--- src/bblc_pkg.sv ---
// Shared types and constants for the byte budget LRU cache.
`default_nettype none
package bblc_pkg;
  localparam int unsigned KeyW    = 32;
  localparam int unsigned SizeW   = 32;
  localparam int unsigned BudgetW = 40;
  localparam int unsigned UsedW   = 41;
  localparam logic [BudgetW-1:0] BudgetReset = 40'd536870912;

  typedef enum logic [1:0] {
    KIND_EVICT  = 2'd0,
    KIND_HIT    = 2'd1,
    KIND_INSERT = 2'd2,
    KIND_TRIM   = 2'd3
  } kind_e;

  typedef enum logic {
    OP_ACCESS = 1'b0,
    OP_TRIM   = 1'b1
  } op_e;

  localparam logic [0:0] RegByteBudget = 1'b0;

  typedef struct packed {
    logic             trim;
    logic [KeyW-1:0]  key;
    logic [SizeW-1:0] item_bytes;
  } cmd_t;

  typedef enum logic [2:0] {
    ST_IDLE,
    ST_SCAN,
    ST_DECIDE,
    ST_EVICT,
    ST_INSERT,
    ST_DONE
  } state_e;
endpackage
`default_nettype wire

--- src/bblc_if.sv ---
// Valid/ready channel interfaces for requests and results.
`default_nettype none
interface bblc_req_if;
  logic        valid;
  logic        ready;
  logic        operation;
  logic [31:0] key;
  logic [31:0] item_bytes;
  modport source (output valid, operation, key, item_bytes, input ready);
  modport sink   (input valid, operation, key, item_bytes, output ready);
endinterface

interface bblc_res_if;
  logic        valid;
  logic        ready;
  logic [1:0]  kind;
  logic [31:0] result_key;
  logic [31:0] result_bytes;
  logic [40:0] used_after;
  logic        last;
  modport source (output valid, kind, result_key, result_bytes, used_after, last,
                  input ready);
  modport sink   (input valid, kind, result_key, result_bytes, used_after, last,
                  output ready);
endinterface
`default_nettype wire

--- src/byte_budget_lru_cache_top.sv ---
// Top level: APB budget register, request front end and directory back end.
//  channel | dir | handshake   | payload
//  req     | in  | valid/ready | operation, key, item_bytes
//  res     | out | valid/ready | kind, result_key, result_bytes, used_after, last
//  apb     | in  | psel/penable| byte_budget at address 0
// The directory scan walks one slot per cycle; a hit needs one scan, and a miss
// adds a further scan for each eviction plus an insert step.
// Reset empties the directory and sets the budget to 512 MiB.
// A stalled result holds the sequencer; the front queue keeps taking requests until it is full.
`default_nettype none
module byte_budget_lru_cache_top import bblc_pkg::*; #(
  parameter int unsigned ENTRIES = 16
) (
  input  wire         clk_i,
  input  wire         rst_ni,
  bblc_req_if.sink    req,
  bblc_res_if.source  res,
  input  wire         psel,
  input  wire         penable,
  input  wire         pwrite,
  input  wire  [2:0]  paddr,
  input  wire  [63:0] pwdata,
  output logic [63:0] prdata,
  output logic        pready
);
  logic [BudgetW-1:0] budget_q;
  cmd_t cmd;
  logic cmd_valid, cmd_pop;

  assign pready = 1'b1;
  assign prdata = (paddr[2] == RegByteBudget) ? {24'd0, budget_q} : 64'd0;

  always_ff @(posedge clk_i or negedge rst_ni) begin
    if (!rst_ni) begin
      budget_q <= BudgetReset;
    end else if (psel && penable && pwrite && paddr[2] == RegByteBudget &&
                 pwdata[BudgetW-1:0] != '0) begin
      budget_q <= pwdata[BudgetW-1:0];
    end
  end

  bblc_front u_front (
    .clk_i, .rst_ni, .req,
    .cmd_o(cmd), .cmd_valid_o(cmd_valid), .cmd_pop_i(cmd_pop)
  );

  bblc_back #(.ENTRIES(ENTRIES)) u_back (
    .clk_i, .rst_ni, .cmd_i(cmd), .cmd_valid_i(cmd_valid), .cmd_pop_o(cmd_pop),
    .budget_i(budget_q), .res
  );
endmodule
`default_nettype wire

--- src/bblc_front.sv ---
// Front end: accepts requests into a two-deep command queue.
`default_nettype none
module bblc_front import bblc_pkg::*; (
  input  wire         clk_i,
  input  wire         rst_ni,
  bblc_req_if.sink    req,
  output cmd_t        cmd_o,
  output logic        cmd_valid_o,
  input  wire         cmd_pop_i
);
  cmd_t       fifo_q [2];
  logic       rd_q, wr_q;
  logic [1:0] cnt_q;
  logic       push;

  assign req.ready   = (cnt_q != 2'd2);
  assign push        = req.valid && req.ready;
  assign cmd_valid_o = (cnt_q != 2'd0);
  assign cmd_o       = fifo_q[rd_q];

  always_ff @(posedge clk_i) begin
    if (push) begin
      fifo_q[wr_q] <= '{trim: req.operation, key: req.key, item_bytes: req.item_bytes};
    end
  end

  always_ff @(posedge clk_i or negedge rst_ni) begin
    if (!rst_ni) begin
      rd_q  <= 1'b0;
      wr_q  <= 1'b0;
      cnt_q <= 2'd0;
    end else begin
      if (push) wr_q <= ~wr_q;
      if (cmd_pop_i && cmd_valid_o) rd_q <= ~rd_q;
      cnt_q <= cnt_q + {1'b0, push} - {1'b0, cmd_pop_i && cmd_valid_o};
    end
  end

  assert property (@(posedge clk_i) disable iff (!rst_ni) cnt_q != 2'd3)
    else $error("queue count overflow");
  assert property (@(posedge clk_i) disable iff (!rst_ni)
    (cnt_q == 2'd2 && !cmd_pop_i) |=> cnt_q == 2'd2)
    else $error("full queue lost an entry");
  assert property (@(posedge clk_i) disable iff (!rst_ni)
    cmd_pop_i |-> cmd_valid_o)
    else $error("pop from empty queue");
endmodule
`default_nettype wire

--- src/bblc_back.sv ---
// Back end: directory scan, eviction sequencer and result register.
`default_nettype none
module bblc_back import bblc_pkg::*; #(
  parameter int unsigned ENTRIES = 16
) (
  input  wire               clk_i,
  input  wire               rst_ni,
  input  cmd_t              cmd_i,
  input  wire               cmd_valid_i,
  output logic              cmd_pop_o,
  input  wire [BudgetW-1:0] budget_i,
  bblc_res_if.source        res
);
  localparam int unsigned IdxW = (ENTRIES > 1) ? $clog2(ENTRIES) : 1;
  localparam int unsigned CntW = $clog2(ENTRIES + 1);

  logic [KeyW-1:0]  keys_q  [ENTRIES];
  logic [SizeW-1:0] sizes_q [ENTRIES];
  logic [ENTRIES-1:0] valid_q;
  logic [IdxW-1:0]  rank_q  [ENTRIES];
  logic [UsedW-1:0] used_q;
  logic [CntW-1:0]  count_q;

  state_e state_q, state_d;
  logic [IdxW-1:0] ptr_q;
  logic            hit_q;
  logic [IdxW-1:0] hit_idx_q, victim_q, free_q;
  logic            free_found_q;

  logic             out_valid_q;
  logic [1:0]       out_kind_q;
  logic [KeyW-1:0]  out_key_q;
  logic [SizeW-1:0] out_bytes_q;
  logic [UsedW-1:0] out_used_q;
  logic             out_last_q;

  logic out_free, last_ptr, need_evict, match_now, oldest_now;
  logic [UsedW-1:0] need_bytes;

  assign out_free = !out_valid_q || res.ready;
  assign last_ptr = (ptr_q == IdxW'(ENTRIES - 1));
  assign need_bytes = cmd_i.trim ? used_q : used_q + UsedW'(cmd_i.item_bytes);
  assign need_evict = (count_q != '0) &&
                      ((need_bytes > UsedW'(budget_i)) ||
                       (!cmd_i.trim && count_q == CntW'(ENTRIES)));
  assign match_now  = valid_q[ptr_q] && keys_q[ptr_q] == cmd_i.key;
  assign oldest_now = valid_q[ptr_q] && rank_q[ptr_q] == IdxW'(count_q - 1'b1);

  // Next state.
  always_comb begin
    state_d = state_q;
    case (state_q)
      ST_IDLE:   if (cmd_valid_i) state_d = ST_SCAN;
      ST_SCAN:   if (last_ptr) state_d = ST_DECIDE;
      ST_DECIDE: begin
        if (!cmd_i.trim && hit_q) state_d = ST_DONE;
        else if (need_evict) state_d = ST_EVICT;
        else if (cmd_i.trim) state_d = ST_DONE;
        else state_d = ST_INSERT;
      end
      ST_EVICT:  if (out_free) state_d = ST_SCAN;
      ST_INSERT: state_d = ST_DONE;
      ST_DONE:   if (out_free) state_d = ST_IDLE;
      default:   state_d = ST_IDLE;
    endcase
  end

  // Outputs of the sequencer.
  always_comb begin
    cmd_pop_o = (state_q == ST_DONE) && out_free;
  end

  always_ff @(posedge clk_i or negedge rst_ni) begin
    if (!rst_ni) begin
      state_q      <= ST_IDLE;
      valid_q      <= '0;
      used_q       <= '0;
      count_q      <= '0;
      ptr_q        <= '0;
      hit_q        <= 1'b0;
      free_found_q <= 1'b0;
      out_valid_q  <= 1'b0;
      for (int i = 0; i < ENTRIES; i++) rank_q[i] <= '0;
    end else begin
      state_q <= state_d;
      if (out_valid_q && res.ready) out_valid_q <= 1'b0;
      case (state_q)
        ST_IDLE: begin
          ptr_q        <= '0;
          hit_q        <= 1'b0;
          free_found_q <= 1'b0;
        end
        ST_SCAN: begin
          // Walk one slot per cycle: match, oldest and first free slot.
          if (match_now) begin
            hit_q     <= 1'b1;
            hit_idx_q <= ptr_q;
          end
          if (oldest_now) victim_q <= ptr_q;
          if (!valid_q[ptr_q] && !free_found_q) begin
            free_found_q <= 1'b1;
            free_q       <= ptr_q;
          end
          ptr_q <= last_ptr ? '0 : ptr_q + 1'b1;
        end
        ST_DECIDE: begin
          hit_q        <= hit_q;
          free_found_q <= 1'b0;
          ptr_q        <= '0;
        end
        ST_EVICT: if (out_free) begin
          valid_q[victim_q] <= 1'b0;
          rank_q[victim_q]  <= '0;
          used_q  <= used_q - UsedW'(sizes_q[victim_q]);
          count_q <= count_q - 1'b1;
          hit_q   <= 1'b0;
          out_valid_q <= 1'b1;
          out_kind_q  <= KIND_EVICT;
          out_key_q   <= keys_q[victim_q];
          out_bytes_q <= sizes_q[victim_q];
          out_used_q  <= used_q - UsedW'(sizes_q[victim_q]);
          out_last_q  <= 1'b0;
        end
        ST_INSERT: begin
          for (int j = 0; j < ENTRIES; j++)
            if (valid_q[j]) rank_q[j] <= rank_q[j] + 1'b1;
          valid_q[free_q] <= 1'b1;
          rank_q[free_q]  <= '0;
          used_q  <= used_q + UsedW'(cmd_i.item_bytes);
          count_q <= count_q + 1'b1;
        end
        ST_DONE: if (out_free) begin
          out_valid_q <= 1'b1;
          out_last_q  <= 1'b1;
          out_used_q  <= used_q;
          if (cmd_i.trim) begin
            out_kind_q  <= KIND_TRIM;
            out_key_q   <= '0;
            out_bytes_q <= '0;
          end else if (hit_q) begin
            for (int j = 0; j < ENTRIES; j++)
              if (valid_q[j] && rank_q[j] < rank_q[hit_idx_q]) rank_q[j] <= rank_q[j] + 1'b1;
            rank_q[hit_idx_q] <= '0;
            out_kind_q  <= KIND_HIT;
            out_key_q   <= cmd_i.key;
            out_bytes_q <= sizes_q[hit_idx_q];
          end else begin
            out_kind_q  <= KIND_INSERT;
            out_key_q   <= cmd_i.key;
            out_bytes_q <= cmd_i.item_bytes;
          end
        end
        default: ;
      endcase
    end
  end

  always_ff @(posedge clk_i) begin
    if (state_q == ST_INSERT) begin
      keys_q[free_q]  <= cmd_i.key;
      sizes_q[free_q] <= cmd_i.item_bytes;
    end
  end

  assign res.valid        = out_valid_q;
  assign res.kind         = out_kind_q;
  assign res.result_key   = out_key_q;
  assign res.result_bytes = out_bytes_q;
  assign res.used_after   = out_used_q;
  assign res.last         = out_last_q;

  assert property (@(posedge clk_i) disable iff (!rst_ni)
    count_q == CntW'($countones(valid_q)))
    else $error("fill count disagrees with valid bits");
  assert property (@(posedge clk_i) disable iff (!rst_ni)
    state_q == ST_INSERT |-> !valid_q[free_q])
    else $error("insert into occupied slot");
  assert property (@(posedge clk_i) disable iff (!rst_ni)
    state_q == ST_EVICT |-> valid_q[victim_q])
    else $error("evicting an empty slot");
endmodule
`default_nettype wire

--- src/flat_wrapper.sv ---
// flat-port wrapper written by rule: the top's interface ports become plain ports
module byte_budget_lru_cache_top_flat import bblc_pkg::*;
#(
  parameter int unsigned ENTRIES = 16
)
  (clk_i, rst_ni, psel, penable, pwrite, paddr, pwdata, prdata, pready, req_valid, req_operation, req_key, req_item_bytes, req_ready, res_valid, res_kind, res_result_key, res_result_bytes, res_used_after, res_last, res_ready);
  bblc_req_if req_i ();
  bblc_res_if res_i ();
  input  wire clk_i;
  input  wire rst_ni;
  input  wire psel;
  input  wire penable;
  input  wire pwrite;
  input  wire  [2:0] paddr;
  input  wire  [63:0] pwdata;
  output logic [63:0] prdata;
  output logic pready;
  input wire logic [$bits(req_i.valid)-1:0] req_valid;
  input wire logic [$bits(req_i.operation)-1:0] req_operation;
  input wire logic [$bits(req_i.key)-1:0] req_key;
  input wire logic [$bits(req_i.item_bytes)-1:0] req_item_bytes;
  output wire logic [$bits(req_i.ready)-1:0] req_ready;
  output wire logic [$bits(res_i.valid)-1:0] res_valid;
  output wire logic [$bits(res_i.kind)-1:0] res_kind;
  output wire logic [$bits(res_i.result_key)-1:0] res_result_key;
  output wire logic [$bits(res_i.result_bytes)-1:0] res_result_bytes;
  output wire logic [$bits(res_i.used_after)-1:0] res_used_after;
  output wire logic [$bits(res_i.last)-1:0] res_last;
  input wire logic [$bits(res_i.ready)-1:0] res_ready;
  assign req_i.valid = req_valid;
  assign req_i.operation = req_operation;
  assign req_i.key = req_key;
  assign req_i.item_bytes = req_item_bytes;
  assign req_ready = req_i.ready;
  assign res_valid = res_i.valid;
  assign res_kind = res_i.kind;
  assign res_result_key = res_i.result_key;
  assign res_result_bytes = res_i.result_bytes;
  assign res_used_after = res_i.used_after;
  assign res_last = res_i.last;
  assign res_i.ready = res_ready;
  byte_budget_lru_cache_top #(.ENTRIES(ENTRIES)) u_core (.clk_i(clk_i), .rst_ni(rst_ni), .req(req_i), .res(res_i), .psel(psel), .penable(penable), .pwrite(pwrite), .paddr(paddr), .pwdata(pwdata), .prdata(prdata), .pready(pready));
endmodule
--- config.mk ---
export PLATFORM = sky130hd
export DESIGN_NAME = byte_budget_lru_cache_top_flat
export DESIGN_NICKNAME = d
export VERILOG_FILES = /design/src/bblc_pkg.sv /design/src/bblc_if.sv /design/src/byte_budget_lru_cache_top.sv /design/src/bblc_front.sv /design/src/bblc_back.sv /design/src/flat_wrapper.sv
export SDC_FILE = /design/constraint.sdc
export NUM_CORES = 2
export LEC_CHECK = 0
export BUFFER_PORTS_ARGS = -buffer_cell sky130_fd_sc_hd__clkbuf_2
export CORE_MARGIN = 2
export CORE_UTILIZATION = 40
export CTS_BUF_LIST = sky130_fd_sc_hd__clkbuf_2 sky130_fd_sc_hd__clkbuf_4 sky130_fd_sc_hd__clkbuf_8
export DETAILED_ROUTE_END_ITERATION = 7
export PLACE_DENSITY = 0.54
export SLEW_MARGIN = 20
export SYNTH_ARGS = -nofsm -noshare
export SYNTH_HDL_FRONTEND = slang
export SYNTH_SLANG_ARGS = --single-unit
--- constraint.sdc ---
create_clock -name clk_i -period 12.7 [get_ports clk_i]
set_clock_uncertainty 0.05 [all_clocks]
set_input_delay 2.54 -clock clk_i [delete_from_list [all_inputs] [get_ports clk_i]]
set_output_delay 2.54 -clock clk_i [all_outputs]
set_load 0.05 [all_outputs]
==> results.sh <==
export IMPL_status="finished with violations"
export IMPL_violations="DRC"
export IMPL_hold_viol=0
export IMPL_clk_path_buf_depth=4
export IMPL_syn_cell_area_um2=73300
export IMPL_worst_ep_required_time_ns=13.51
export IMPL_core_um2=182000
export IMPL_worst_pin_slew_ns=1.16
export IMPL_synth_seq_cells=1462
export IMPL_htree_levels=5
export IMPL_synth_area_leaders="edfxtp_1 52%, mux4_2 20%, dfrtp_1 6.1%"
export IMPL_min_period_ns=8.00
export IMPL_ys_warnings_count=0
export IMPL_rsz0062_at_grt="false"
export IMPL_yosysTopAreaCell="edfxtp_1"
export IMPL_crit_start="u_core.u_front.rd_q"
export IMPL_routedWlPerCell_um=29.8
export IMPL_routed_via_density=6.03
export IMPL_cp_end_kind="flip-flop"
export IMPL_synth_top_area_share_pct=52.2
export IMPL_nets=5351
export IMPL_routed_via_count=45900
export IMPL_crit_fanout=28
export IMPL_initial_core_util_pct=40.1
export IMPL_relSlewSlack_pct=22.5
export IMPL_cts_root_buffer="clkbuf_8"
export IMPL_ioPinCount=314
export IMPL_drive_gt1_share_pct=29.2
export IMPL_ctsHoldBuffers=0
export IMPL_fill_cells=16000
export IMPL_synth_area_mux_share_pct=22.2
export IMPL_gp_congestion=0.903
export IMPL_port_buffers=262
export IMPL_synth_compound_area_share_pct=6.67
export IMPL_worst_slack_ns=4.70
export IMPL_drt_wl_total_um=226000
export IMPL_synthToLayoutAreaGrowth_pct=12.6
export IMPL_cts_tree="yes"
export IMPL_slew_viol_final=0
export IMPL_dp_hpwl_um=137000
export IMPL_leakage_nw=28.8
export IMPL_syn_inst=4675
export IMPL_antenna_found_initial=14
export IMPL_die_area_um2=187000
export IMPL_dr_pass1_iters=8
export IMPL_grt_start_max_net_pins=129
export IMPL_drc=1
export IMPL_reg2reg_from="u_core.u_front.rd_q"
export IMPL_clock_sinks=1462
export IMPL_floorplan_rows=157
export IMPL_start_kind="flip-flop"
export IMPL_synth_xor_area_share_pct=1.83
export IMPL_drt_iter0_markers=4451
export IMPL_clk_pin_slew_ns=0.06
export IMPL_avgSynthCellArea_um2=15.7
export IMPL_hp_class="flip-flop to flip-flop"
export IMPL_synthSimpleGateAreaFrac_pct=5.16
export IMPL_grtUsageTotal_pct=24.1
export IMPL_die_x_um=432
export IMPL_yosysSeqAreaShare_pct=58.6
export IMPL_ir_worst_vdd_mv=0.153
export IMPL_clk_latency_ns=1.05
export IMPL_cts_setup_buffers=0
export IMPL_cts_resized_gates=0
export IMPL_synthArstFlopShare_pct=12.3
export IMPL_fin_crit_sh_pct=63.0
export IMPL_drv_cap=0
export IMPL_critPathKind="flip-flop to flip-flop"
export IMPL_powerDensity_nw_per_um2=218
export IMPL_synthAdderAreaFrac_pct=3.01
export IMPL_grt_pass1_wl_um=324000
export IMPL_cp_arrival_ns=8.80
export IMPL_grt_ovfl_total=0
export IMPL_clock_fmax_mhz=125
export IMPL_hold_start="u_core.u_front.cnt_q[1]"
export IMPL_synth_edf_count=1274
export IMPL_ant_nets=0
export IMPL_post_place_ws_ns=4.72
export IMPL_cts_buffers=278
export IMPL_grt_pass1_vias=45900
export IMPL_die_h_um=432
export IMPL_synth_top_family_by_area="multiplexers"
export IMPL_yosysMostFrequentCell="edfxtp_1"
export IMPL_fin_setup_tns_ns=0
export IMPL_netlist_cell_type_count=83
export IMPL_finalSetupViolCount=0
export IMPL_ys_flop_type="edfxtp_1"
export IMPL_synth_common_cells="1274 x edfxtp_1, 635 x mux4_2, 323 x nand2_1"
## metrics by stage
stage	utilization (%)	hold slack, ns	instance area [um2]	instances	power, mW
6_report	45.2	0.463	82500	7601	18.0
3_3_place_gp	42.4	0.437	77300	7142	13.6
4_1_cts	45.2	0.451	82500	7600	18.1
5_1_grt	45.2	0.470	82500	7601	18.9
2_1_floorplan	-	0.407	73400	4698	11.3
3_5_place_dp	42.4	0.441	77300	7142	13.6
## worst max-delay path, stage by stage, from the launching register on
cell and delay (ns):
dfrtp_4 0.72, buf_4 0.49, buf_4 0.63, mux2_2 0.52
ha_1 0.24, inv_1 0.05, fa_1 0.40, nor2b_1 0.12
o21ai_0 0.11, a21oi_1 0.28, o41a_1 0.30, a21oi_1 0.25
o21ai_0 0.61, a21o_1 0.39, nand2_1 0.16, nor2_1 0.15
xor2_1 0.09, ha_1 0.31, nand4_1 0.11, nor2_1 0.15
nand2_1 0.08, or2_2 0.33, nor4_1 0.40, a21oi_1 0.11
o21ai_0 0.11, o31ai_1 0.21, o41ai_1 0.28, a21oi_1 0.11
## cells in the final DEF (no fill, tap or decap), drive strengths merged, types with 26 or more instances in the layout
master / n
edfxtp: 1274
clkbuf: 637
mux4: 635
nand2: 324
o21ai: 301
nor2: 207
dfrtp: 179
ha: 173
a21oi: 170
inv: 151
mux2i: 125
xnor2: 104
buf: 90
clkinv: 73
mux2: 60
nand2b: 57
a21o: 51
xor2: 49
nand3: 42
o22ai: 42
nand4: 41
nor3: 38
a31oi: 27
nor4: 26
## where the power goes
group / switching, mW / total, mW / internal, mW
Combinational: 4.43 / 6.88 / 2.45
Clock: 1.99 / 4.47 / 2.48
Sequential: 0.500 / 6.65 / 6.15
## kinds of logic (layout without fill, tap and decap cells)
group | count (synthesis) | count (layout)
flip-flops | 1462 | 1462
AND/OR/NAND/NOR | 823 | 823
multiplexers | 820 | 820
AO/OA/AOI/OAI | 795 | 795
buffers and inverters | 445 | 962
adder cells (fa/ha/maj) | 175 | 175
XOR/XNOR | 153 | 153
other | 2 | 26
## final timing paths
path                            depth (start not counted)  slack, ns                  endpoint
worst max-delay path                                   27       4.70  u_core.u_back.state_q[0]
worst min-delay path                                    1       0.46   u_core.u_front.cnt_q[1]
worst max register to register                         27       4.70  u_core.u_back.state_q[0]
worst min register to register                          1       0.46   u_core.u_front.cnt_q[1]
max in group asynchronous                               3       9.19        u_core.budget_q[7]
min in group asynchronous                               1       1.37  u_core.u_back.rank_q[40]
## per-layer routing
layer	track usage [%]	share of wire (%)	up-vias
met5	0	0.012	-
met4	6.98	2.6	4
met3	4.19	6.7	355
met2	38.7	48	1819
met1	33.6	43	24200
li1	-	-	19500
## sequential cells by signal, indices dropped and copies added (netlist names), 2 cells and up, named ones only
register	count
u_core.u_back.res.result_key	32
u_core.u_back.keys_q	512
u_core.u_back.sizes_q	512
u_core.u_back.res.result_bytes	32
u_core.u_back.count_q	5
u_core.u_back.res.used_after	41
u_core.u_back.victim_q	4
u_core.u_front.cnt_q	2
u_core.u_back.state_q	3
u_core.u_back.valid_q	16
u_core.u_back.free_q	4
u_core.u_back.res.kind	2
u_core.u_back.used_q	41
u_core.budget_q	40
u_core.u_back.rank_q	64
u_core.u_front.fifo_q	130
u_core.u_back.hit_idx_q	4
u_core.u_back.ptr_q	4
## cell type report
type                            instances  area [um2]  share of cell area [%]
Sequential cell                      1462       43000                    52.1
Multi-Input combinational cell       2791       28700                    34.8
Clock buffer                          375        4660                    5.65
Tap cell                             2385        2980                    3.62
Timing Repair Buffer                  352        2050                    2.48
Inverter                              152         573                   0.695
Clock inverter                         83         513                   0.622
Antenna cell                            1        2.50                 0.00303
No activity file was read; power rests on OpenSTA's default activity.
